[config.mk]
export PLATFORM = sky130hd
export DESIGN_NAME = rtpl_cell
export DESIGN_NICKNAME = d
export VERILOG_FILES = /design/src/rtl/rtpl_pkg.sv /design/src/rtl/rtpl_cell.sv
export SDC_FILE = /design/constraint.sdc
export NUM_CORES = 1
export LEC_CHECK = 0
export BUFFER_PORTS_ARGS = -buffer_cell sky130_fd_sc_hd__buf_4
export CELL_PAD_IN_SITES_DETAIL_PLACEMENT = 0
export CELL_PAD_IN_SITES_GLOBAL_PLACEMENT = 1
export CORE_MARGIN = 5
export CORE_UTILIZATION = 40
export CTS_CLUSTER_DIAMETER = 100
export DETAILED_ROUTE_END_ITERATION = 7
export PLACE_DENSITY = 0.88
export REMOVE_ABC_BUFFERS = 1
export SLEW_MARGIN = 15
export SYNTH_ARGS = -nofsm -noshare
export SYNTH_HDL_FRONTEND = slang
export SYNTH_SLANG_ARGS = --single-unit
[constraint.sdc]
create_clock -name aclk -period 5.8 [get_ports aclk]
set_input_delay 0.29 -clock aclk [delete_from_list [all_inputs] [get_ports aclk]]
set_output_delay 0.29 -clock aclk [all_outputs]
set_load 0.05 [all_outputs]
[src/rtl/rtpl_pkg.sv]
// Package for the route table prefix lookup: sizes, entry and token types.
package rtpl_pkg;

    localparam int MAX_ROUTES   = 32;
    localparam int IDX_W        = $clog2(MAX_ROUTES);
    localparam int CNT_W        = 6;
    localparam int ENTRY_IDX_W  = 5;
    localparam int LIM_W        = (IDX_W + 1 > CNT_W) ? IDX_W + 1 : CNT_W;
    localparam logic [31:0] NO_MASK  = 32'h0000_0000;
    localparam logic [31:0] ALL_ONES = 32'hFFFF_FFFF;

    localparam logic FUNC_WRITE  = 1'b0;
    localparam logic FUNC_LOOKUP = 1'b1;

    typedef struct packed {
        logic [31:0] prefix;
        logic [31:0] mask;
        logic        dynamic;
        logic [31:0] gateway;
        logic [31:0] source_ip;
    } entry_t;

    // Lookup token walking the cell chain, carrying the best match so far.
    typedef struct packed {
        logic             valid;
        logic [31:0]      dest;
        logic [LIM_W-1:0] limit;
        logic             done;
        logic [31:0]      best_mask;
        logic [IDX_W-1:0] best_slot;
        logic [31:0]      best_prefix;
        logic [31:0]      best_hop;
        logic [31:0]      best_src;
    } token_t;

    typedef struct packed {
        logic                   found;
        logic [ENTRY_IDX_W-1:0] route_index;
        logic [31:0]            source_ip;
        logic [31:0]            next_ip;
    } result_t;

endpackage

[src/rtl/rtpl_cell.sv]
// One table cell: holds a route and evaluates the passing lookup token against it.
module rtpl_cell
    import rtpl_pkg::*;
(
    input  logic                   aclk,
    input  logic                   aresetn,
    input  logic [IDX_W-1:0]       cell_idx,
    input  logic                   wr_en,
    input  logic [ENTRY_IDX_W-1:0] wr_index,
    input  entry_t                 wr_entry,
    input  token_t                 tok_in,
    output token_t                 tok_out
);

    entry_t      entry_reg;
    token_t      tok_reg;
    token_t      tok_next;
    logic [31:0] agree;
    logic        active;
    logic        take;

    always_ff @(posedge aclk) begin
        if (wr_en && (LIM_W'(wr_index) == LIM_W'(cell_idx))) begin
            entry_reg <= wr_entry;
        end
    end

    always_comb begin
        agree    = ~(tok_in.dest ^ entry_reg.prefix) & entry_reg.mask;
        active   = tok_in.valid && !tok_in.done && (LIM_W'(cell_idx) < tok_in.limit);
        take     = active && (agree == entry_reg.mask)
                   && (entry_reg.dynamic || (agree > tok_in.best_mask));
        tok_next = tok_in;
        if (take) begin
            tok_next.best_mask   = agree;
            tok_next.best_slot   = cell_idx;
            tok_next.best_prefix = entry_reg.prefix;
            tok_next.best_hop    = entry_reg.gateway;
            tok_next.best_src    = entry_reg.source_ip;
            tok_next.done        = entry_reg.dynamic && (agree == ALL_ONES);
        end
    end

    always_ff @(posedge aclk) begin
        if (!aresetn) begin
            tok_reg.valid <= 1'b0;
        end else begin
            tok_reg <= tok_next;
        end
    end

    assign tok_out = tok_reg;

endmodule

# Word-level counts from Yosys, hierarchy flattened
# Cells that the tools add are included.
[totals]
ff_bits = 302
latch_bits = 0
mem_bits_rw = 0
rom_bits = 0
input_bits = 315
output_inout_bits = 173
elab_cells = 31
mem_count = 0
[classes]
n_addsub = 0
mul = 0
n_div = 0
n_lt_le_gt_ge = 2
eq_ne = 3
shifts = 0
n_mux = 1
n_bitwise = 3
n_reduce_logical = 8
[op_table]
columns = ["operator", "n"]
rows = [
  ["$mux W134", 1],
  ["$and A32 B32 Y32", 1],
  ["$eq A32 B32 Y1", 1],
  ["$eq A32 B32 Y1 const B", 1],
  ["$gt A32 B32 Y1", 1],
  ["$not A32 Y32", 1],
  ["$xor A32 B32 Y32", 1],
  ["$logic_and A1 B1 Y1", 6],
  ["$lt A5 B6 Y1", 1],
  ["$eq A5 B5 Y1", 1],
  ["$logic_not A1 Y1", 1],
  ["$logic_or A1 B1 Y1", 1],
]

# Logic depth before layout (Yosys ltp)
[logic_depth]
depth_word = 7
depth_mapped = 13
mapped_depth_nobuf = 10

# Least setup slack after synthesis
# No wires, ideal clock.
[synth_timing]
path_kind = "input to register"
startpoint = "input port cell_idx[1]"
endpoint = "register entry_reg[0] in the netlist's numbering (enable)"
setup_ns = 0.505
arrival_ns = 3.716
required_ns = 5.295
slack_ns = 1.579
cell_stages = 3
n_path_buf = 0
path_cell_list = "xor2_1 nor4_1 and3_1"
[synth_between]
elab_chain_cells = 2
[synth_rtl]
columns = ["element", "line", "source"]
rows = [
  ["start, declared", "rtpl_cell.sv:7", "input logic [IDX_W-1:0] cell_idx,"],
  ["$eq A5 B5 Y1", "rtpl_cell.sv:23", "if (wr_en && (LIM_W'(wr_index) == LIM_W'(cell_idx))) begin"],
  ["$logic_and A1 B1 Y1", "rtpl_cell.sv:23", ""],
  ["end signal, assigned", "rtpl_cell.sv:24", "entry_reg <= wr_entry;"],
  ["end, declared", "rtpl_cell.sv:15", "entry_t entry_reg;"],
]
# No other way between the ends.
# A chain may end at the register's enable or synchronous reset.

==> results.tsv <==
metric	value	unit
measured slew at the worst slew-check pin	0.858	ns
height of the die	189	um
post-synthesis instance area	12700	um^2
GRT Resource Usage Total	0.225	
reg-to-reg critical path endpoint	tok_out[71]	
count of max-cap constraint violations	0	
count of buffers added by post-CTS timing repair for setup	0	
Final Util	0.622	
register-to-register setup slack	1.63	ns
Most common cell on crit path	sky130_fd_sc_hd__buf_4	
placement row count	65	
Worst Path Class, Setup	input pin to flip-flop	
largest fanout of any net on the critical path	21	
First DRT Iteration DRCs	383	
Worst IR Drop VDD	250	uV
worst hold path type	input pin to flip-flop	
critical path startpoint category	input pin	
via count	8975	
hold endpoint	tok_out[139]	
post-cts gate resize count	0	
Warnings, synthesis	0	
hold path startpoint	tok_in[139]	
ratio of total power to cell area	284	nW/um^2
final clock skew	0.0167	ns
number of cells produced by synthesis	727	
Mapped Avg Cell Area	17.5	um^2
highest cell delay on the worst timing path	0.59	ns
# clock sinks	302	
I/O Buffers	487	
wire length of the first global-routing pass	60700	um
number of routed nets with antenna violations	0	
clock insertion delay at the later pin of the skew report	0.50	ns
Hold Path Stages	1	
setup slack after layout	1.57	ns
NumNets Final	1759	
status	complete, no violations	
critical path endpoint category	flip-flop	
post-placement worst setup slack	1.68	ns
number of hold-repair buffers added at the cts stage	167	
required time of the worst setup path	6.04	ns
vias in the first global route	10000	
number of flip-flops and latches in the synthesized netlist	302	
max-slew violation total from the final report	0	
Syn-to-layout area delta	53.4	%
routed wire length per instance	22.5	um
final estimated routing congestion in global placement	0.825	
Tcrit/Tclk final	0.729	
total CTS buffers	34	
drt drc	0	
number of ports placed on the die boundary	488	
final count of hold timing violations	0	
beginning of the worst register-to-register path	entry_reg[128]	
sum of buffers and inverters on the critical path	3	
post-layout minimum cycle time	4.23	ns
Fmax	0.237	GHz
smallest hold slack	0.0412	ns
starting density of the core	0.405	
Pre-Repair DR Iteration Count	5	
final setup fails	0	
fraction of final layout cells sized beyond drive strength 1	0.470	
count of flip-flops with a built-in enable after synthesis	301	
Core Area	31500	um^2
CTS H-tree depth	2	
Unique masters post-synth	39	
Async S/R FF share, synth	0	
Main synth FF type	sky130_fd_sc_hd__edfxtp_1	
critical path data arrival time	4.47	ns
remaining global-route overflow	0	
Clock Root Buffer	sky130_fd_sc_hd__clkbuf_16	
unrepaired setup endpoints after global routing	no	
HPWL after DPL	29100	um
clock transition at the registers of the reported paths	0.06	ns
Die Span X	189	um
aggregate routed wire length	41300	um
series of cell instances along the critical path	dlygate4sd3_1 -> buf_4 -> xnor2_1 -> and2_1 -> ha_1 -> nand4_1 -> or4_1 -> a211o_1 -> o311ai_1 -> a2111o_2 -> buf_4 -> mux2_2	
TritonCTS clock tree	done	
share of the yosys chip area belonging to registers	0.711	
worst r2r path cells	10	
worst-case headroom to the max-slew limit	0.413	
pin count of the biggest net entering global routing	93	
post-DR vias/cell	4.89	
total leakage power	8.34	nW
floorplan die area	35500	um^2
Top Family by Delay on Critical Path	buffers and inverters	
Longest Clk Path Bufs	3	
initial antenna violation count	4	
flip-flop count of the largest register, all copies and words added	173	
cell type of the slowest stage on the worst timing path	sky130_fd_sc_hd__or4_1	
==> cells in the final DEF, fill, tap and decap left out, types with 6 or more instances in the layout <==
cell,count
sky130_fd_sc_hd__nor2_1,6
sky130_fd_sc_hd__edfxtp_1,301
sky130_fd_sc_hd__nand3_1,6
sky130_fd_sc_hd__nand4_1,11
sky130_fd_sc_hd__xnor2_1,31
sky130_fd_sc_hd__clkbuf_16,35
sky130_fd_sc_hd__a21o_1,7
sky130_fd_sc_hd__mux2_4,57
sky130_fd_sc_hd__ha_1,35
sky130_fd_sc_hd__o21ai_0,6
sky130_fd_sc_hd__dlygate4sd3_1,167
sky130_fd_sc_hd__clkbuf_1,8
sky130_fd_sc_hd__buf_4,491
sky130_fd_sc_hd__clkinv_1,6
sky130_fd_sc_hd__a21oi_1,10
sky130_fd_sc_hd__and2_1,30
sky130_fd_sc_hd__o22ai_1,15
sky130_fd_sc_hd__mux2_2,74
sky130_fd_sc_hd__inv_1,72
sky130_fd_sc_hd__nand2_1,10
==> cells in the mapped netlist, types with 2 or more instances <==
library cell	n	area, um^2
sky130_fd_sc_hd__edfxtp_1	301	9040
sky130_fd_sc_hd__mux2_2	74	833
sky130_fd_sc_hd__inv_1	72	270
sky130_fd_sc_hd__mux2_4	57	856
sky130_fd_sc_hd__ha_1	35	438
sky130_fd_sc_hd__xnor2_1	31	272
sky130_fd_sc_hd__and2_1	30	188
sky130_fd_sc_hd__o22ai_1	15	93.8
sky130_fd_sc_hd__nand4_1	11	68.8
sky130_fd_sc_hd__a21oi_1	10	50.1
sky130_fd_sc_hd__nand2_1	10	37.5
sky130_fd_sc_hd__buf_2	8	40.0
sky130_fd_sc_hd__a21o_1	7	52.6
sky130_fd_sc_hd__buf_6	7	78.8
sky130_fd_sc_hd__nand3_1	6	30.0
sky130_fd_sc_hd__nor2_1	6	22.5
sky130_fd_sc_hd__o21ai_0	6	30.0
sky130_fd_sc_hd__a211oi_1	5	37.5
sky130_fd_sc_hd__nor4_1	5	31.3
sky130_fd_sc_hd__xor2_1	5	43.8
sky130_fd_sc_hd__a211o_1	3	26.3
sky130_fd_sc_hd__and4_1	3	26.3
sky130_fd_sc_hd__nor2b_1	3	18.8
sky130_fd_sc_hd__mux2i_1	2	20.0
==> cell type report <==
class / count / area, um^2
Antenna cell: 2 / 5.00
Sequential cell: 302 / 9060
Clock buffer: 43 / 906
Fill cell: 2245 / 11900
Tap cell: 402 / 503
Clock inverter: 14 / 100
Inverter: 72 / 270
Timing Repair Buffer: 661 / 5410
Multi-Input combinational cell: 338 / 3310
==> per-stage QoR <==
step                      area, um^2  instances  total power [mW]  setup TNS [ns]
final                          19600       1834              5.56               0
after global placement         16900       1608              3.49               0
after global routing           19600       1834              5.77               0
after detailed placement       16900       1608              3.50               0
after CTS                      19600       1832              5.61               0
after floorplan                12600        712              3.09          -55.32
==> logic make-up after synthesis <==
logic type                 Yosys count  synth area share
and+or+nand+nor                     78            0.0355
muxes                              133             0.134
xor gates and xnor gates            37            0.0260
AOI/OAI and AO/OA                   55            0.0290
buffers and inverters               87            0.0305
adders and majority gates           35            0.0344
DFF                                302             0.711
==> report_power, final <==
group          switching [mW]  internal (mW)  leakage [nW]
Combinational           0.575          0.414          5.00
Clock                   0.851           1.15         0.485
Sequential             0.0400           2.53          2.85
Total                    1.47           4.10          8.34
==> metal layers <==
layer,wire (um),track usage,share of wire
met3,3650,0.0704,0.088
met5,34,0,0.00082
met2,21700,0.413,0.52
met1,14700,0.250,0.36
met4,1270,0.0670,0.031
==> how the worst max path moves through the flow <==
stage | start | end | slack (ns) | cells after the start
after floorplan | entry_reg[128] | tok_out[0] | -0.45 | 9
after global placement | tok_in[171] | tok_out[71] | 1.81 | 11
after detailed placement | tok_in[171] | tok_out[71] | 1.68 | 11
after CTS | tok_in[171] | tok_out[71] | 1.64 | 12
after global routing | tok_in[171] | tok_out[65] | 1.41 | 12
final | tok_in[171] | tok_out[71] | 1.57 | 12
Power figures use the tool's default switching activity.
